--- src/lldp_pkg.sv ---
// Shared types and constants for the LLDP TLV stream parser.
// No dependencies; imported by every module of the block.
package lldp_pkg;

  localparam logic [15:0] ETYPE_RESET = 16'h88CC;
  localparam logic [3:0]  TLV_START   = 4'd14;
  localparam logic [3:0]  SRC_START   = 4'd6;
  localparam logic [3:0]  ETYPE_POS0  = 4'd12;
  localparam logic [3:0]  ETYPE_POS1  = 4'd13;
  localparam logic [6:0]  END_TLV     = 7'd0;

  // byte labels
  localparam logic [2:0] K_DST     = 3'd0;
  localparam logic [2:0] K_SRC     = 3'd1;
  localparam logic [2:0] K_ETYPE   = 3'd2;
  localparam logic [2:0] K_THDR    = 3'd3;
  localparam logic [2:0] K_TVAL    = 3'd4;
  localparam logic [2:0] K_END     = 3'd5;
  localparam logic [2:0] K_IGN     = 3'd6;
  localparam logic [2:0] K_NONLLDP = 3'd7;

  typedef enum logic [2:0] {
    PH_HDR0,
    PH_HDR1,
    PH_VALUE,
    PH_END1,
    PH_DONE
  } phase_t;

  typedef struct packed {
    logic [7:0] data;
    logic       first;
    logic       last;
  } item_t;

  typedef struct packed {
    logic [2:0] kind;
    logic [7:0] data;
    logic [2:0] idx;
    logic [6:0] tk;
    logic [8:0] ts;
    logic [8:0] voff;
    logic       vfin;
    logic       lldp;
    logic       endr;
    logic       trunc;
  } res_t;

endpackage

--- src/lldp_walker.sv ---
// Per-frame parse state and byte labelling logic.
// Depends on lldp_pkg; one transaction is labelled on each fire.
module lldp_walker (
  input  logic                 clk,
  input  logic                 rst,
  input  logic                 fire,
  input  lldp_pkg::item_t      item,
  input  logic [15:0]          match_ethertype,
  output lldp_pkg::res_t       res
);
  import lldp_pkg::*;

  logic [3:0] frame_pos, frame_pos_next;
  phase_t     parse_phase, parse_phase_next;
  logic [7:0] type_high_byte, type_high_byte_next;
  logic [6:0] cur_tlv_kind, cur_tlv_kind_next;
  logic       length_high_bit, length_high_bit_next;
  logic [8:0] cur_tlv_size, cur_tlv_size_next;
  logic [8:0] value_count, value_count_next;
  logic       lldp_flag, lldp_flag_next;
  logic       end_flag, end_flag_next;

  // state seen by this byte, after a frame start clears it
  logic [3:0] pos_c;
  phase_t     ph_c;
  logic [7:0] thb_c;
  logic [6:0] tk_c;
  logic       lhb_c;
  logic [8:0] ts_c;
  logic [8:0] vc_c;
  logic       lldp_c;
  logic       end_c;
  logic [9:0] vc_inc;
  logic [3:0] src_idx;

  always_comb begin
    pos_c  = item.first ? '0 : frame_pos;
    ph_c   = item.first ? PH_HDR0 : parse_phase;
    thb_c  = item.first ? '0 : type_high_byte;
    tk_c   = item.first ? '0 : cur_tlv_kind;
    lhb_c  = item.first ? 1'b0 : length_high_bit;
    ts_c   = item.first ? '0 : cur_tlv_size;
    vc_c   = item.first ? '0 : value_count;
    lldp_c = item.first ? 1'b0 : lldp_flag;
    end_c  = item.first ? 1'b0 : end_flag;

    vc_inc  = {1'b0, vc_c} + 10'd1;
    src_idx = pos_c - SRC_START;

    parse_phase_next     = ph_c;
    type_high_byte_next  = thb_c;
    cur_tlv_kind_next    = tk_c;
    length_high_bit_next = lhb_c;
    cur_tlv_size_next    = ts_c;
    value_count_next     = vc_c;
    lldp_flag_next       = lldp_c;
    end_flag_next        = end_c;

    res.kind = K_IGN;
    res.data = item.data;
    res.idx  = '0;
    res.tk   = '0;
    res.ts   = '0;
    res.voff = '0;
    res.vfin = 1'b0;

    if (pos_c < SRC_START) begin
      res.kind = K_DST;
      res.idx  = pos_c[2:0];
    end else if (pos_c < ETYPE_POS0) begin
      res.kind = K_SRC;
      res.idx  = src_idx[2:0];
    end else if (pos_c == ETYPE_POS0) begin
      res.kind = K_ETYPE;
      type_high_byte_next = item.data;
    end else if (pos_c == ETYPE_POS1) begin
      res.kind = K_ETYPE;
      res.idx  = 3'd1;
      lldp_flag_next = ({thb_c, item.data} == match_ethertype);
    end else if (!lldp_c) begin
      res.kind = K_NONLLDP;
    end else begin
      case (ph_c)
        PH_HDR0: begin
          cur_tlv_kind_next    = item.data[7:1];
          length_high_bit_next = item.data[0];
          cur_tlv_size_next    = '0;
          value_count_next     = '0;
          res.tk = item.data[7:1];
          if (item.data[7:1] == END_TLV) begin
            res.kind         = K_END;
            end_flag_next    = 1'b1;
            parse_phase_next = PH_END1;
          end else begin
            res.kind         = K_THDR;
            parse_phase_next = PH_HDR1;
          end
        end
        PH_HDR1: begin
          cur_tlv_size_next = {lhb_c, item.data};
          res.kind = K_THDR;
          res.idx  = 3'd1;
          res.tk   = tk_c;
          res.ts   = {lhb_c, item.data};
          parse_phase_next = ({lhb_c, item.data} == 9'd0) ? PH_HDR0 : PH_VALUE;
        end
        PH_VALUE: begin
          res.kind = K_TVAL;
          res.tk   = tk_c;
          res.ts   = ts_c;
          res.voff = vc_c;
          if (vc_inc >= {1'b0, ts_c}) begin
            res.vfin         = 1'b1;
            parse_phase_next = PH_HDR0;
            value_count_next = '0;
          end else begin
            value_count_next = vc_inc[8:0];
          end
        end
        PH_END1: begin
          res.kind = K_END;
          res.idx  = 3'd1;
          parse_phase_next = PH_DONE;
        end
        default: begin
          res.kind = K_IGN;
        end
      endcase
    end

    res.lldp  = lldp_flag_next;
    res.endr  = end_flag_next;
    res.trunc = item.last && lldp_flag_next && !end_flag_next;

    frame_pos_next = (pos_c < TLV_START) ? pos_c + 4'd1 : pos_c;

    // frame end: everything back to reset values for the next byte
    if (item.last) begin
      frame_pos_next       = '0;
      parse_phase_next     = PH_HDR0;
      type_high_byte_next  = '0;
      cur_tlv_kind_next    = '0;
      length_high_bit_next = 1'b0;
      cur_tlv_size_next    = '0;
      value_count_next     = '0;
      lldp_flag_next       = 1'b0;
      end_flag_next        = 1'b0;
    end
  end

  always_ff @(posedge clk) begin
    if (rst) begin
      frame_pos       <= '0;
      parse_phase     <= PH_HDR0;
      type_high_byte  <= '0;
      cur_tlv_kind    <= '0;
      length_high_bit <= 1'b0;
      cur_tlv_size    <= '0;
      value_count     <= '0;
      lldp_flag       <= 1'b0;
      end_flag        <= 1'b0;
    end else if (fire) begin
      frame_pos       <= frame_pos_next;
      parse_phase     <= parse_phase_next;
      type_high_byte  <= type_high_byte_next;
      cur_tlv_kind    <= cur_tlv_kind_next;
      length_high_bit <= length_high_bit_next;
      cur_tlv_size    <= cur_tlv_size_next;
      value_count     <= value_count_next;
      lldp_flag       <= lldp_flag_next;
      end_flag        <= end_flag_next;
    end
  end

endmodule

--- src/lldp_out_reg.sv ---
// Result register with valid flag for the output channel.
// Depends on lldp_pkg for the result struct.
module lldp_out_reg (
  input  logic            clk,
  input  logic            rst,
  input  logic            load,
  input  lldp_pkg::res_t  res_in,
  input  logic            out_ready,
  output logic            out_valid,
  output lldp_pkg::res_t  res_out
);
  import lldp_pkg::*;

  always_ff @(posedge clk) begin
    if (rst) begin
      out_valid <= 1'b0;
    end else if (load) begin
      out_valid <= 1'b1;
    end else if (out_ready) begin
      out_valid <= 1'b0;
    end
  end

  always_ff @(posedge clk) begin
    if (load) begin
      res_out <= res_in;
    end
  end

endmodule

--- src/lldp_tlv_stream_parser_unit.sv ---
// LLDP TLV stream parser: labels each frame byte in one pass, one result per byte.
// The result is registered and valid in the cycle after the input transaction; throughput 1 byte/cycle,
// limited only by the result register being taken (ready while it is empty or drained).
// Synchronous active-high reset clears parse state, empties the result register and
// sets match_ethertype to 0x88CC. No clearing pass.
module lldp_tlv_stream_parser_unit (
  input  logic        clk,
  input  logic        rst,
  input  logic        in_valid,
  output logic        in_ready,
  input  logic [7:0]  frame_byte,
  input  logic        frame_first,
  input  logic        frame_last,
  input  logic        cfg_valid,
  output logic        cfg_ready,
  input  logic [15:0] cfg_data,
  output logic        out_valid,
  input  logic        out_ready,
  output logic [2:0]  byte_kind,
  output logic [7:0]  byte_out,
  output logic [2:0]  byte_index,
  output logic [6:0]  tlv_kind,
  output logic [8:0]  tlv_size,
  output logic [8:0]  value_offset,
  output logic        value_final,
  output logic        is_lldp,
  output logic        end_reached,
  output logic        truncated
);
  import lldp_pkg::*;

  logic [15:0] match_ethertype;
  logic        fire;
  item_t       item;
  res_t        res_c;
  res_t        res_q;

  assign cfg_ready = 1'b1;

  always_ff @(posedge clk) begin
    if (rst) begin
      match_ethertype <= ETYPE_RESET;
    end else if (cfg_valid) begin
      match_ethertype <= cfg_data;
    end
  end

  assign in_ready = !out_valid || out_ready;
  assign fire     = in_valid && in_ready;

  assign item.data  = frame_byte;
  assign item.first = frame_first;
  assign item.last  = frame_last;

  lldp_walker u_walker (
    .clk             (clk),
    .rst             (rst),
    .fire            (fire),
    .item            (item),
    .match_ethertype (match_ethertype),
    .res             (res_c)
  );

  lldp_out_reg u_out (
    .clk       (clk),
    .rst       (rst),
    .load      (fire),
    .res_in    (res_c),
    .out_ready (out_ready),
    .out_valid (out_valid),
    .res_out   (res_q)
  );

  assign byte_kind    = res_q.kind;
  assign byte_out     = res_q.data;
  assign byte_index   = res_q.idx;
  assign tlv_kind     = res_q.tk;
  assign tlv_size     = res_q.ts;
  assign value_offset = res_q.voff;
  assign value_final  = res_q.vfin;
  assign is_lldp      = res_q.lldp;
  assign end_reached  = res_q.endr;
  assign truncated    = res_q.trunc;

endmodule

--- config.mk ---
export PLATFORM = sky130hd
export DESIGN_NAME = lldp_tlv_stream_parser_unit
export DESIGN_NICKNAME = d
export VERILOG_FILES = /design/src/lldp_pkg.sv /design/src/lldp_walker.sv /design/src/lldp_out_reg.sv /design/src/lldp_tlv_stream_parser_unit.sv
export SDC_FILE = /design/constraint.sdc
export NUM_CORES = 1
export LEC_CHECK = 0
export ABC_AREA = 0
export CAP_MARGIN = 15
export CORE_ASPECT_RATIO = 1.5
export CORE_MARGIN = 5
export CORE_UTILIZATION = 56
export CTS_CLUSTER_DIAMETER = 100
export DETAILED_ROUTE_END_ITERATION = 8
export DONT_BUFFER_PORTS = 1
export GPL_ROUTABILITY_DRIVEN = 0
export GPL_TIMING_DRIVEN = 0
export PLACE_DENSITY = 0.69
export SETUP_SLACK_MARGIN = 0.5
export SYNTH_ARGS = -nofsm -noshare
export SYNTH_HDL_FRONTEND = slang
export SYNTH_SLANG_ARGS = --single-unit
--- constraint.sdc ---
create_clock -name clk -period 6.23 [get_ports clk]
set_input_delay 0.623 -clock clk [delete_from_list [all_inputs] [get_ports clk]]
set_output_delay 0.623 -clock clk [all_outputs]
set_load 0.03 [all_outputs]
# [Yosys cells after proc, flatten, opt, wreduce, memory -nomap -nowiden]
# Cells that the tools add are included.
[word_totals] ff_bits=103 out_inout_bits=46 wordCells=140
[classes] n_addsub=3 n_lt_le_gt_ge=4 n_eq_ne=6 mux=86 n_bitwise=2 reduce_logical=16
[ops] cell="$mux W9" count=15
[ops] cell="$mux W29" count=2
[ops] cell="$mux W7" count=8
[ops] cell="$pmux W9 S2" count=3
[ops] cell="$mux W8" count=5
[ops] cell="$mux W3" count=13
[ops] cell="$mux W1" count=28
[ops] cell="$mux W26" count=1
[ops] cell="$pmux W3 S4" count=2
[ops] cell="$eq A16 B16 Y1" count=1
[ops] cell="$pmux W7 S2" count=1
[ops] cell="$mux W4" count=3
[ops] cell="$add A9 B1 Y10 const B" count=1
[ops] cell="$ge A10 B9 Y1" count=1
[ops] cell="$mux W10" count=1
[ops] cell="$logic_not A9 Y1" count=1
[ops] cell="$eq A4 B4 Y1 const B" count=2
[ops] cell="$lt A4 B4 Y1 const B" count=2
[ops] cell="$mux W2" count=4
[ops] cell="$logic_not A7 Y1" count=1
[ops] cell="$eq A3 B2 Y1 const B" count=2
[ops] cell="$reduce_or A2 Y1" count=3
[ops] cell="$reduce_or A6 Y1" count=1
[ops] cell="$reduce_or A5 Y1" count=1
[ops] cell="11 further kinds" count=15

# [Logic depth before layout (Yosys ltp)]
# Gate-level depths: netlist of the first run.
[depth] ltp_word=11 ltp_mapped=16

# [Hierarchy]
# Synthesis of the first run repeated with hierarchy kept, for this count alone.
[unflattened] hier_cells=587 area_unflattened_um2=5484.0
[by_module_without_submodules] module="lldp_walker" instances=1 cells_per_inst=484 area_per_inst_um2=3532.1
[by_module_without_submodules] module="lldp_out_reg" instances=1 cells_per_inst=47 area_per_inst_um2=1330.0
[by_module_without_submodules] module="lldp_tlv_stream_parser_unit" instances=1 cells_per_inst=56 area_per_inst_um2=621.8

# [Least setup slack after synthesis of the first run]
# No wires, ideal clock.
[synth_timing] path_type="input port to flip-flop" startpoint="input port frame_first" endpoint="register u_walker.value_count[6]" setup_time_ns=0.117 arrival_time_ns=3.248 required_ns=6.113 setup_slack_ns=2.865 stages=16 n_path_buf=4 path_cell_list="buf_4 -> buf_2 -> buf_2 -> clkbuf_1 -> nor2b_1 -> ha_1 -> nand4b_1 -> or3_1 -> a21oi_1 -> ha_1 -> a21o_1 -> a21o_1 -> a31o_1 -> a21oi_2 -> and4_1 -> a32o_1"
[synth_between] elab_chain_len=11
[synth_lines] element="start, declared" line="lldp_tlv_stream_parser_unit.sv:12" rtl="input logic frame_first,"
[synth_lines] element="$mux W9 *" line="lldp_walker.sv:43" rtl="vc_c = item.first ? '0 : value_count;"
[synth_lines] element="named net u_walker.vc_c[1]" line="lldp_walker.sv:30" rtl="logic [8:0] vc_c;"
[synth_lines] element="$add A9 B1 Y10 *" line="lldp_walker.sv:47" rtl="vc_inc = {1'b0, vc_c} + 10'd1;"
[synth_lines] element="$ge A10 B9 Y1" line="lldp_walker.sv:112" rtl="if (vc_inc >= {1'b0, ts_c}) begin"
[synth_lines] element="$mux W9 *" line="lldp_walker.sv:112"
[synth_lines] element="$pmux W9 S2 *" line="lldp_walker.sv:83" rtl="case (ph_c)"
[synth_lines] element="$mux W9 *" line="lldp_walker.sv:80" rtl="end else if (!lldp_c) begin"
[synth_lines] element="$mux W9 *" line="lldp_walker.sv:76" rtl="end else if (pos_c == ETYPE_POS1) begin"
[synth_lines] element="$mux W9 *" line="lldp_walker.sv:73" rtl="end else if (pos_c == ETYPE_POS0) begin"
[synth_lines] element="$mux W9 *" line="lldp_walker.sv:70" rtl="end else if (pos_c < ETYPE_POS0) begin"
[synth_lines] element="$mux W9 *" line="lldp_walker.sv:67" rtl="if (pos_c < SRC_START) begin"
[synth_lines] element="$mux W9 *" line="lldp_walker.sv:138" rtl="if (item.last) begin"
[synth_lines] element="end signal, assigned" line="lldp_walker.sv:169" rtl="value_count <= value_count_next;"
[synth_lines] element="end, declared" line="lldp_walker.sv:19" rtl="logic [8:0] value_count, value_count_next;"
# Mark *: on every way through the listed nets, which the timed path passes. The rest lies on a longest branch.
# A chain may end at the register's enable or synchronous reset.

# [Worst setup path in the final report of the first run]
[layout_timing] startpoint="input port frame_first" endpoint="register u_walker.value_count[1]"
[layout_between] elab_chain_len=11
[layout_lines] element="$mux W9 *" line="lldp_walker.sv:43"
[layout_lines] element="named net u_walker.vc_c[1]" line="lldp_walker.sv:30"
[layout_lines] element="$add A9 B1 Y10" line="lldp_walker.sv:47"
[layout_lines] element="$ge A10 B9 Y1" line="lldp_walker.sv:112"
[layout_lines] element="$mux W9" line="lldp_walker.sv:112"
[layout_lines] element="$pmux W9 S2" line="lldp_walker.sv:83"
[layout_lines] element="$mux W9" line="lldp_walker.sv:80"
[layout_lines] element="$mux W9" line="lldp_walker.sv:76"
[layout_lines] element="$mux W9" line="lldp_walker.sv:73"
[layout_lines] element="$mux W9" line="lldp_walker.sv:70"
[layout_lines] element="$mux W9 *" line="lldp_walker.sv:67"
[layout_lines] element="$mux W9 *" line="lldp_walker.sv:138"
# Marks and branches as above.

==> summary by stage, run 1 <==
Detailed routing
After detailed routing, the average wire length per cell comes to 20.14 um. The antenna violation net count after detailed routing is 0. Across all layers, the routed design uses 4069 vias. The violation count after the first detailed-route iteration is 343. After detailed routing, the number of vias per cell comes to 6.260.

The detailed-route DRC error count is 0. For this run, the detailed router's first-pass iteration total came to 5. For this block, the routed nets add up to 13090 um of wire.

Finish
The share of cells above drive strength 1 is between 10% and 20%. The post-route cell area is 5610 um2. The number of fillers in the final layout is 781.

The final design utilization is 61.34%. The repair_antennas step left the layout with diodes totalling 0. The post-layout net count is 578. The area growth from synthesis to layout is 8.729%. The finished layout holds 650 standard cells, fillers aside.

Yosys
After synthesis, the mean cell area works out to a little under 10 um2. For this run, asynchronously set or reset flops after synthesis account for 0%. The register area share after synthesis is 48.30%. In this run the cell area of the synthesized design comes to 5160 um2. Counting flops with a built-in enable in the synthesized netlist gives 43. Counting every net in the synthesized netlist gives approximately 570. Synthesis inferred a little over 100 register bits. The distinct cell type count of the synthesized netlist is 62. The Yosys step of the flow raised 0 warnings. The cell count after synthesis is 522. In the synthesized netlist the dominant register cell turns out to be dfxtp_1.

Global route
The initial antenna violation count is 0. The via count of the first global-routing pass came to 4119. After global routing the overflow that remains totals 0. The global-route wire length before repair is 21000 um. The pin count of the biggest net entering global routing is 52. Global routing used 24.22% of the available tracks.

Die
The floorplan row count is 43. The I/O pin count is 77. The floorplan step set the die width to 88.38 um. The starting density of the core is 56.42%.

The floorplan step defined a die boundary enclosing 11270 um2. The floorplan step defined a core boundary enclosing 9146 um2. From bottom edge to top edge, the die measures 127.6 um.

Clocking
Clock-pin slew was measured on the worst setup and hold paths at 0.08 ns. The count of cells resized by post-cts repair is 0. The number of levels the H-tree was split into is 3. The clock latency of the later-clocked register in the worst-skew pair is between 0.3 and 0.4 ns. The buffer levels on the longest clock path is 2.

The cell sitting at the root of the clock tree is a clkbuf_16. After clock tree synthesis, the setup repair step added 0 buffers. The number of buffers inserted for hold repair after clock tree synthesis is 0. The TritonCTS clock tree is yes. The number of clock buffers added by TritonCTS is 9. The number of clock sinks seen by CTS is 103.

Power and ir drop
For this design the static power due to leakage is 0.002066 uW. The maximum ir drop on the vdd rail is approximately 200 uV. Power spread over the standard cell area amounts to 251.1 nW/um2.

Placed design
Including well taps, the total number of placed cells is about 630. The detailed-placement wirelength estimate is around 9500 um. Once placement finished, the instance area stood at 5301 um2.

Input and output buffers added on the ports amount to 0.

Critical path
Data on the critical path arrives at its endpoint at 4.12 ns. In this run the worst path has a maximum fanout of 10. STA puts the critical path data required time at 6.53 ns.

The worst setup path is launched from an input pin. STA classifies the critical path endpoint as a flip-flop. For this design, the slowest cell found on the critical path is clkbuf_1. The worst setup path is of the in -> reg kind. The critical path's largest stage delay is 0.42 ns.

The critical path goes through buf_4 > buf_2 > buf_2 > clkbuf_1 > nor2b_1 > ha_1 > nand4b_1 > xnor2_1 > ha_1 > o21a_1 > a21oi_1 > o21ai_0 > a21oi_2 > and3b_1 > a22o_1.

STA
Based on the critical path, the design can be clocked at up to 0.2618 GHz. The max-slew violation count was 0. Setup repair after global routing left no endpoint under its margin.

The slew of the pin with the lowest slew margin is 0.8554 ns. The post-route clock skew is 0.005515 ns. The worst path in the final design needs a cycle of 3.820 ns, including I/O delays and setup. In the final timing run, aggregate negative setup slack is 0 ns.

The worst slew slack as a fraction of its limit is 42.97%. The setup-violating endpoint count in the final report is 0. The final-report hold violation count is 0. The share of the clock period used by the worst path is 61.31%.

Outcome
The flow ran to the end, and the final reports show no timing, DRC or antenna violations.

Hold path
The class of the worst hold path is in -> reg.

Job
The number of maximum-capacitance violations is 0.
[final timing paths]
path                                         from                              endpoint  slack, ns  depth (start not counted)
min reg2reg  u_walker.value_count[8]$_SDFFE_PP0P_  u_walker.value_count[8]$_SDFFE_PP0P_       0.48                          2
max                                   frame_first  u_walker.value_count[1]$_SDFFE_PP0P_       2.41                         15
max reg2reg  u_walker.value_count[0]$_SDFFE_PP0P_  u_walker.value_count[1]$_SDFFE_PP0P_       3.12                         11
min                                 frame_byte[1]           u_out.res_out[33]$_DFFE_PP_       0.36                          0
[critical path: cells and delay by family]
family / cells / cell delay (ns)
AND/OR/NAND/NOR: 3 / 0.61
AO/OA/AOI/OAI: 5 / 0.94
adder cells (fa/ha/maj): 2 / 0.53
XOR/XNOR: 1 / 0.22
buffers and inverters: 4 / 1.17
[cells by family (layout without fill, tap and decap cells)]
group | Yosys count | after routing | synth area share (%)
and+or+nand+nor | 198 | 198 | 20.61
AOI/OAI and AO/OA | 124 | 124 | 16.59
DFF | 103 | 103 | 48.30
buffers and inverters | 45 | 61 | 4.340
xor gates and xnor gates | 20 | 20 | 3.395
muxes | 17 | 17 | 3.298
adders and majority gates | 14 | 14 | 3.395
other | 1 | 1 | 0.07268
[metal layers]
layer	vias up	global-route usage [%]	wire length (um)
met5	-	0	0
met4	0	11.57	422
met3	27	4.516	677
met2	159	41.91	6933
met1	1963	28.22	5058
li1	1920	-	-
[through the flow]
step	setup WS [ns]	total power (uW)	hold WS [ns]
floorplan	2.865	833.4	0.4403
global placement	2.091	855.8	0.4687
detailed placement	2.067	857.7	0.4780
CTS	2.423	1420	0.3499
global route	2.211	1458	0.3389
finish	2.410	1409	0.3589
[placed cells by master, fill, tap and decap left out, drive strengths merged, types with 3 or more instances in the layout]
master / Yosys / final
xnor2: 10 / 10
nor4: 5 / 5
and4: 3 / 3
nand2b: 21 / 21
a22oi: 35 / 35
a31oi: 5 / 5
a21o: 4 / 4
nor2: 75 / 75
nand2: 26 / 26
clkinv: 1 / 4
buf: 16 / 16
nor2b: 6 / 6
mux2i: 17 / 17
o31ai: 3 / 3
clkbuf: 17 / 26
a211oi: 4 / 4
nand4: 4 / 4
dfxtp: 60 / 60
o21ai: 30 / 30
a22o: 7 / 7
edfxtp: 43 / 43
and4bb: 4 / 4
ha: 14 / 14
nand3: 17 / 17
and2: 9 / 9
nor3: 13 / 13
inv: 11 / 15
xor2: 10 / 10
and3: 4 / 4
a21oi: 22 / 22
[flip-flops by register name (all words and copies together), names as in the netlist]
name                      flops
u_walker.parse_phase          3
u_walker.end_flag             1
u_walker.value_count          9
u_walker.lldp_flag            1
u_walker.cur_tlv_kind         7
u_out.res_out                43
u_walker.cur_tlv_size         9
u_walker.frame_pos            4
match_ethertype              16
u_out.out_valid               1
u_walker.type_high_byte       8
u_walker.length_high_bit      1
[power by group]
group	switching, uW	internal (uW)	leakage [uW]	total [uW]
registers	40.7	725	0.000913	766
logic	52.6	23.4	0.00100	76.0
clock network	279	288	0.000151	567
total	372	1040	0.00207	1410
[cell type report]
type                    count  area (um2)  share of cell area [%]
flip-flops and latches    103        2492                   44.42
well taps                 112       140.1                   2.498
plain buffers              33       178.9                   3.189
inverters                  12       46.29                  0.8252
clock buffers               9       225.2                   4.014
clock inverters             7       83.83                   1.494
multi-input cells         374        2444                   43.55
[Yosys cell counts, drive strengths merged (2+ instances only)]
library cell / count / area (um2)
a211oi: 4 / 30.03
a21o: 4 / 30.03
a21oi: 22 / 113.9
a22o: 7 / 61.31
a22oi: 35 / 262.8
a311o: 2 / 20.02
a31oi: 5 / 31.28
and2: 9 / 57.56
and3: 4 / 25.02
and3b: 2 / 17.52
and4: 3 / 26.28
and4bb: 4 / 50.05
buf: 16 / 115.1
clkbuf: 17 / 63.81
dfxtp: 60 / 1201
edfxtp: 43 / 1291
ha: 14 / 175.2
inv: 11 / 41.29
mux2i: 17 / 170.2
nand2: 26 / 97.59
nand2b: 21 / 136.4
nand3: 17 / 97.60
nand4: 4 / 25.02
nor2: 75 / 289.0
nor2b: 6 / 37.54
nor3: 13 / 81.33
nor4: 5 / 46.29
o21ai: 30 / 172.7
o2bb2ai: 2 / 17.52
o31ai: 3 / 22.52
or2: 2 / 12.51
or3: 2 / 17.52
or4: 2 / 15.01
xnor2: 10 / 87.58
xor2: 10 / 87.58
Power figures use the tool's default switching activity.
==> run 2: changes to the inputs <==
Settings changed: PLACE_DENSITY 0.69 to 0.72.
Clock period 6.23 ns to 3.5 ns, I/O delays scaled along.
==> summary by stage, run 2 (synthesis gave the netlist of run 1 again) <==
Global route
The global-route wire length before repair is 20410 um (was 21000 um). The via count of the first global-routing pass is 4059 (was 4119). The routing usage on met1 was 26.09% (was 28.22%). The met2 capacity usage during global routing is 41.96% (was 41.91%). The final global-route overflow total was 0 (unchanged). The met3 demand-to-capacity share in global routing is 4.516% (unchanged).

The most used routing layer was met2 (unchanged). The overall routing resource usage is 23.36% (was 24.22%). The initial antenna violation count is 0 (unchanged). The pin count of the biggest net entering global routing was 52 (unchanged).

Clocking
The buffer levels on the longest clock path is 2 (unchanged). The number of buffers inserted for hold repair after clock tree synthesis was 0 (unchanged). The clock latency of the later-clocked register in the worst-skew pair is 0.35 ns (about the same).

The number of clock sinks seen by CTS is 103 (unchanged). The number of levels the H-tree was split into is 3 (unchanged). The root buffer selected by CTS is clkbuf_16 (unchanged). The TritonCTS clock tree is yes (unchanged). The clock transition at the register clock pins on the worst setup and hold paths after CTS is 0.07 ns (was 0.08 ns). The total clock buffers created by CTS is 9 (unchanged).

Critical path
The largest delay contributor family on the critical path is simple AND/OR/NAND/NOR gates (was buffers and inverters). The data arrival time of the critical path is 3.13 ns (was 4.12 ns). The kind of critical path is in -> reg (unchanged).

The largest fanout on the critical path was 10 (unchanged). The type of element launching the critical path is an input pin (unchanged). The worst-path cell with the longest stage delay is or3_1 (was clkbuf_1). The data required time at the worst endpoint is 3.74 ns (was 6.53 ns).

The kind of end point of the critical path is a flip-flop (unchanged). The critical path's largest stage delay is 0.32 ns (was 0.42 ns). The number of buffer and inverter stages on the critical path is 4 (unchanged). Crit-path cells: buf_4 > buf_6 > clkbuf_2 > nor2b_4 > ha_2 > nand4b_1 > buf_6 > or3_1 > a21oi_2 > ha_1 > a21o_1 > a21o_1 > a31o_1 > a21oi_4 > and3b_2 > a22o_1 (was buf_4 > buf_2 > buf_2 > clkbuf_1 > nor2b_1 > ha_1 > nand4b_1 > xnor2_1 > ha_1 > o21a_1 > a21oi_1 > o21ai_0 > a21oi_2 > and3b_1 > a22o_1).

Detailed routing
The detailed-route DRC error count is 0 (unchanged). The total detailed-routing wirelength is 12970 um (was 13090 um). The total number of vias came to 4084 (was 4069).

The via count normalized by instance count came to 6.235 (was 6.260). The wire length per cell came to 19.80 um (was 20.14 um). The antenna violation net count after detailed routing is 0 (unchanged). The violation count after the first detailed-route iteration was 275 (was 343). The total iterations of the first detailed-routing run is 5 (unchanged).

Die
The starting density of the core is 56.42% (unchanged). The floorplan die area was 11270 um2 (unchanged). The I/O pin count is 77 (unchanged). The overall die height came to 127.6 um (unchanged). The core region area was 9146 um2 (unchanged). The floorplan row count is 43 (unchanged). The floorplan die width is 88.38 um (unchanged).

Finish
The area growth from synthesis to layout came to 11.06% (was 8.729%). The area occupied by registers is 2492 um2 (unchanged). The total inserted antenna cells is 0 (unchanged). Commonest non-fill, non-tap cells in the layout: 72 x nor2_1, 60 x dfxtp_1, 43 x edfxtp_1 (unchanged). The post-layout net count is 583 (was 578). The number of flip-flops in the largest register was 43 (unchanged). The count of non-filler cells in the finished layout is 655 (was 650). The footprint of the multi-input gates is 2492 um2 (was 2444 um2). The share of cells above drive strength 1 is 14.00% (was 10.97%). The commonest non-fill, non-tap cell in the layout is nor2_1 (unchanged).

The most flop-heavy register is u_out.res_out (unchanged). The post-route cell area is 5731 um2 (was 5610 um2). The number of fillers in the final layout is 760 (was 781). Largest registers: u_out.res_out (43), match_ethertype (16) (unchanged).

STA
The final hold slack is 0.08803 ns (was 0.3589 ns). The final-report hold violation count is 0 (unchanged). The final critical path time including I/O delays and setup is 2.888 ns. Derived from the worst setup path, the maximum achievable clock frequency is 0.3462 GHz. The total negative slack is 0 ns (unchanged). The worst slew slack as a fraction of its limit is 46.11% (was 42.97%). The setup-violating endpoint count in the final report was 0 (unchanged). The post-route clock skew was 0.009419 ns (was 0.005515 ns). The max-slew violation count is 0 (unchanged). The slew of the pin with the lowest slew margin was 0.8022 ns (was 0.8554 ns).

Setup repair after global routing missed its margin: false (unchanged). The share of the clock period used by the worst path is ~83%.

Power and ir drop
The maximum ir drop on the vdd rail is 279.3 uV (was 198.7 uV). The leakage power of the design is 0.002119 uW (was 0.002066 uW). The total power is 2545 uW (was 1409 uW). The power density over the cells is 444.2 nW/um2 (was 251.1 nW/um2).

Placed design
The detailed-placement wirelength estimate was 9441 um (was 9471 um). The placement-stage cell area is 5326 um2 (was 5301 um2). The number of cells in the design after placement is 634 (unchanged).

The count of input and output buffers is 0 (unchanged).

Hold path
The class of the worst hold path was in -> reg (unchanged).

Job
The number of maximum-capacitance violations is 0 (unchanged).

Outcome
Outcome: completed (unchanged).
[run 2: repair_timing]
item / CTS / global route
setup endpoints to repair: 11 / 10
pin swaps: 2 / 2
endpoints found under the hold margin: 0 / 0
resized for setup: 5 / 12
buffers inserted: 3 / 2
[run 2: worst paths after layout]
kind                                        startpoint                                   end  slack [ns]  cells past startpoint
setup / recovery                           frame_first  u_walker.value_count[2]$_SDFFE_PP0P_        0.61                     16
setup reg to reg  u_walker.value_count[0]$_SDFFE_PP0P_  u_walker.value_count[2]$_SDFFE_PP0P_        0.77                     13
hold / removal                           frame_byte[1]           u_out.res_out[33]$_DFFE_PP_        0.09                      0
hold reg to reg   u_walker.value_count[8]$_SDFFE_PP0P_  u_walker.value_count[8]$_SDFFE_PP0P_        0.49                      2
[run 2: where the power goes]
group | switching (uW) | internal (uW) | total (uW)
clock | 460 | 585 | 1040
sequential | 73.2 | 1290 | 1360
combinational | 92.6 | 44.6 | 137
[run 2: through the flow]
step,setup slack [ns],util [%]
after floorplan,0.5246,-
after global placement,-0.2023,58.24
after detailed placement,-0.2986,58.24
after CTS,0.4895,62.05
after global routing,0.4694,62.65
final,0.6119,62.65
[run 2: routing by layer]
metal | routed length [um] | part of all wire (%)
met5 | 0 | 0
met1 | 4888 | 38
met4 | 436 | 3.4
met2 | 6930 | 53
met3 | 714 | 5.5
[run 2: cell type report]
cell class                      instances  area share, %
Clock buffer                           10          4.170
Buffer                                 33          3.559
Inverter                               12         0.8734
Clock inverter                          6          1.245
Timing Repair Buffer                    5         0.7205
Multi-Input combinational cell        374          43.49
Sequential cell                       103          43.49
Tap cell                              112          2.445
==> run 3: changes to the inputs <==
Settings changed: ABC_AREA 0 to 1, PLACE_DENSITY 0.72 to 0.69.
Clock period 3.5 ns to 2.75 ns, I/O delays scaled along.
==> summary by stage, run 3 <==
Outcome
Outcome: completed (unchanged).

Yosys
The mean cell area of the mapped netlist came to 7.844 um2 (was 9.885 um2). The simple-gate portion of the synthesized area is 24.82% (was 20.61%). The distinct cell type count of the synthesized netlist is 40 (was 62). The most repeated cell in the gate-level netlist after synthesis is nand2_1 (was nor2_1).

The combinational family with the most area after synthesis is simple AND/OR/NAND/NOR gates (unchanged). The total nets after synthesis is 739 (was 567). The register area share after synthesis is 45.78% (was 48.30%). The post-synthesis share of cell area spent on xor and xnor gates came to 3.379% (was 3.395%).

The adder-cell share of the synthesized area is 3.218% (was 3.395%). Most frequent cells after synthesis: 181 x nand2_1, 82 x a21oi_1, 61 x nor2_1, 60 x dfxtp_1, 58 x inv_1 (was 72 x nor2_1, 60 x dfxtp_1, 43 x edfxtp_1, 35 x a22oi_1, 26 x nand2_1). The number of warnings issued by yosys came to 0 (unchanged).

The cell count after synthesis came to 694 (was 522). Cells taking the most area after synthesis: edfxtp_1 24%, dfxtp_1 22%, nand2_1 12% (was edfxtp_1 25%, dfxtp_1 23%, nor2_1 5.2%). The cell area after synthesis is 5444 um2 (was 5160 um2). The portion of synthesized cell area occupied by the leading cell type is 23.72% (was 25.02%). The mux share of post-synthesis cell area is 0% (was 3.298%).

The share of flip-flops with an asynchronous set or reset after synthesis is 0% (unchanged). The leading area contributor after synthesis is edfxtp_1 (unchanged). The register bit count reported by yosys is 103 (unchanged). The dominant register cell in the synthesized netlist is dfxtp_1 (unchanged).

The post-synthesis compound-gate area fraction is 15.28% (was 16.59%). The number of enable-type register cells in the synthesized netlist is 43 (unchanged).

Die
The core region area is 9579 um2 (was 9146 um2). The overall die height came to 130.8 um (was 127.6 um). The I/O pin count is 77 (unchanged).

The starting density of the core is 56.83% (was 56.42%). The floorplan die area is 11830 um2 (was 11270 um2). The floorplan die width was 90.51 um (was 88.38 um). The floorplan row count came to 44 (was 43).

Critical path
The endpoint of the most critical setup path is u_walker.value_count[4]$_SDFFE_PP0P_ (was u_walker.value_count[2]$_SDFFE_PP0P_). The worst flop-to-flop path startpoint is u_walker.value_count[0]$_SDFFE_PP0P_ (unchanged). The worst-path cell with the longest stage delay is dfxtp_2 (was or3_1).

The internal reg-to-reg setup slack was 0.10 ns (was 0.77 ns). The kind of end point of the critical path is a flip-flop (unchanged). The number of buffer and inverter stages on the critical path came to 4 (unchanged). The path length in cells of the critical path is 18 (was 16). The critical path's largest stage delay is 0.35 ns (was 0.32 ns). The data arrival time of the critical path was 2.93 ns (was 3.13 ns). The kind of critical path is reg -> reg (was in -> reg). The type of element launching the critical path is a flip-flop (was input pin). Crit-path cells: buf_4 > buf_4 > nand3_4 > nor3_2 > xor2_1 > inv_1 > ha_1 > nand2_1 > inv_1 > nand2_1 > nand2_1 > nand2_2 > nand2_4 > nor2_4 > nand3_1 > nand2_1 > o211ai_1 > a21oi_1 (was buf_4 > buf_6 > clkbuf_2 > nor2b_4 > ha_2 > nand4b_1 > buf_6 > or3_1 > a21oi_2 > ha_1 > a21o_1 > a21o_1 > a31o_1 > a21oi_4 > and3b_2 > a22o_1).

Among the stages of the critical path, the cell type that occurs most often is nand2_1. The number of cell instances on the worst register-to-register path is 18 (was 13). The start point of the critical path is u_walker.value_count[0]$_SDFFE_PP0P_ (was frame_first).

The reg-to-reg endpoint is u_walker.value_count[4]$_SDFFE_PP0P_ (was u_walker.value_count[2]$_SDFFE_PP0P_). The largest delay contributor family on the critical path is simple AND/OR/NAND/NOR gates (unchanged). The data required time at the worst endpoint is 3.03 ns (was 3.74 ns).

The largest fanout on the critical path is 6 (was 10).

Finish
Largest registers: u_out.res_out (43), match_ethertype (16) (unchanged). The commonest non-fill, non-tap cell in the layout was nand2_1 (was nor2_1). The area growth from synthesis to layout is 13.45% (was 11.06%). The number of fillers in the final layout was 839 (was 760). The share of cells above drive strength 1 is 15.51% (was 14.00%). The post-layout net count was 762 (was 583). Commonest non-fill, non-tap cells in the layout: 174 x nand2_1, 75 x a21oi_1, 56 x nor2_1, 56 x dfxtp_1, 53 x inv_1 (was 72 x nor2_1, 60 x dfxtp_1, 43 x edfxtp_1).

The total inserted antenna cells is 0 (unchanged). The final design utilization is 64.47% (was 62.65%). The count of non-filler cells in the finished layout was 837 (was 655).

The number of flip-flops in the largest register is 43 (unchanged). The most flop-heavy register is u_out.res_out (unchanged).

Placed design
The count of input and output buffers was 0 (unchanged). The number of cells in the design after placement is 809 (was 634). The detailed-placement wirelength estimate is 10310 um (was 9441 um).

STA
The slew of the pin with the lowest slew margin is 0.9336 ns (was 0.8022 ns). The max-slew violation count is 0 (unchanged). The final hold slack is 0.01813 ns (was 0.08803 ns). The total negative slack is 0 ns (unchanged). The worst slew slack as a fraction of its limit was 37.76% (was 46.11%). The setup-violating endpoint count in the final report is 0 (unchanged). The post-route clock skew came to 0.005672 ns (was 0.009419 ns). Setup repair after global routing missed its margin: true (was false). The final-report hold violation count is 0 (unchanged). In the finished design, the share of the clock period the worst path needs comes to 96.22%. The timing-limited maximum frequency is 0.3779 GHz. The final critical path time including I/O delays and setup is between 2 and 3 ns.

Detailed routing
The total detailed-routing wirelength is 14860 um (was 12970 um). The total number of vias is 4864 (was 4084). The wire length per cell is 17.76 um (was 19.80 um). The detailed-route DRC error count came to 0 (unchanged).

The antenna violation net count after detailed routing is 0 (unchanged). The via count normalized by instance count is 5.811 (was 6.235). The total iterations of the first detailed-routing run is 5 (unchanged). The violation count after the first detailed-route iteration is 454 (was 275).

Global route
The final global-route overflow total came to 0 (unchanged). The global-route wire length before repair is 23040 um (was 20410 um). The via count of the first global-routing pass is 4741 (was 4059). The pin count of the biggest net entering global routing came to 45 (was 52). The initial antenna violation count came to 0 (unchanged). The overall routing resource usage is 24.38% (was 23.36%).

Clocking
The number of levels the H-tree was split into is 3 (unchanged). The TritonCTS clock tree was yes (unchanged). The total clock buffers created by CTS came to 9 (unchanged). The buffer levels on the longest clock path came to 2 (unchanged). The clock transition at the register clock pins on the worst setup and hold paths after CTS is 0.07 ns (about the same). The number of buffers inserted for hold repair after clock tree synthesis was 0 (unchanged). The clock latency of the later-clocked register in the worst-skew pair was 0.35 ns (about the same). The root buffer selected by CTS is clkbuf_16 (unchanged). The number of clock sinks seen by CTS is 103 (unchanged).

Hold path
The class of the worst hold path is in -> reg (unchanged).

Power and ir drop
The leakage power of the design is 0.002397 uW (was 0.002119 uW). The power density over the cells was 501.7 nW/um2 (was 444.2 nW/um2). The maximum ir drop on the vdd rail is 340.5 uV (was 279.3 uV).

The total power is 3098 uW (was 2545 uW).

Job
The number of maximum-capacitance violations was 0 (unchanged).
-- run 3: changes by cell type after synthesis, moves of 8 or more --
cell,previous run,this run
a21oi_1,21,82
a22oi_1,35,0
and2_1,8,0
inv_1,11,58
mux2i_1,17,0
nand2_1,26,181
nand2b_1,19,0
nand3_1,16,32
nor2_1,72,61
o211ai_1,0,14
o21ai_0,24,50
-- run 3: how the worst min path moves through the flow --
stage                  startpoint  cells after the start  slack, ns                           to
CTS                 frame_byte[6]                      0       0.01  u_out.res_out[38]$_DFFE_PP_
global placement    frame_byte[3]                      0       0.37  u_out.res_out[35]$_DFFE_PP_
detailed placement  frame_byte[6]                      0       0.37  u_out.res_out[38]$_DFFE_PP_
finish              frame_byte[3]                      0       0.02  u_out.res_out[35]$_DFFE_PP_
global route        frame_byte[0]                      0      0.005  u_out.res_out[32]$_DFFE_PP_
floorplan           frame_byte[0]                      0       0.37  u_out.res_out[32]$_DFFE_PP_
-- run 3: cells by family after synthesis --
logic type,count (synthesis)
buffers and inverters,93
flip-flops,103
adder cells (fa/ha/maj),14
AO/OA/AOI/OAI,155
AND/OR/NAND/NOR,307
XOR/XNOR,21
other,1
-- run 3: routing by layer --
layer  vias to the layer above  part of all wire, %  global-route usage [%]
li1                       2348                    -                       -
met1                      2255                   38                   27.10
met2                       213                   51                   43.30
met3                        48                  6.5                   4.353
met4                         0                  4.1                   14.90
met5                         -                    0                       0
-- run 3: per-stage QoR --
stage / cell area (um2) / setup slack [ns]
floorplan: 5485 / 0.2351
global placement: 5629 / -0.2711
detailed placement: 5629 / -0.2855
CTS: 6051 / 0.2376
global route: 6176 / -0.1625
finish: 6176 / 0.1039
-- run 3: repair_timing --
item / 4_1_cts / 5_1_grt
hold endpoints to repair: 0 / 0
resized for setup: 29 / 27
buffers inserted: 7 / 5
endpoints found under the setup margin: 81 / 54
pin swaps: 11 / 4
-- run 3: report_power, final --
part	total [uW]	switching [uW]	internal, uW	leakage (uW)
sequential	1730	87.1	1640	0.000923
clock	1190	581	614	0.000132
combinational	173	123	49.9	0.00134
-- run 3: cell type report --
cell class / count / area [um2] / share of cell area (%)
Tap cell: 115 / 143.9 / 2.330
Clock inverter: 7 / 47.55 / 0.7699
Multi-Input combinational cell: 498 / 2731 / 44.23
Buffer: 29 / 182.7 / 2.958
Timing Repair Buffer: 12 / 97.59 / 1.580
Clock buffer: 9 / 225.2 / 3.647
Sequential cell: 103 / 2497 / 40.44
Inverter: 64 / 250.2 / 4.052
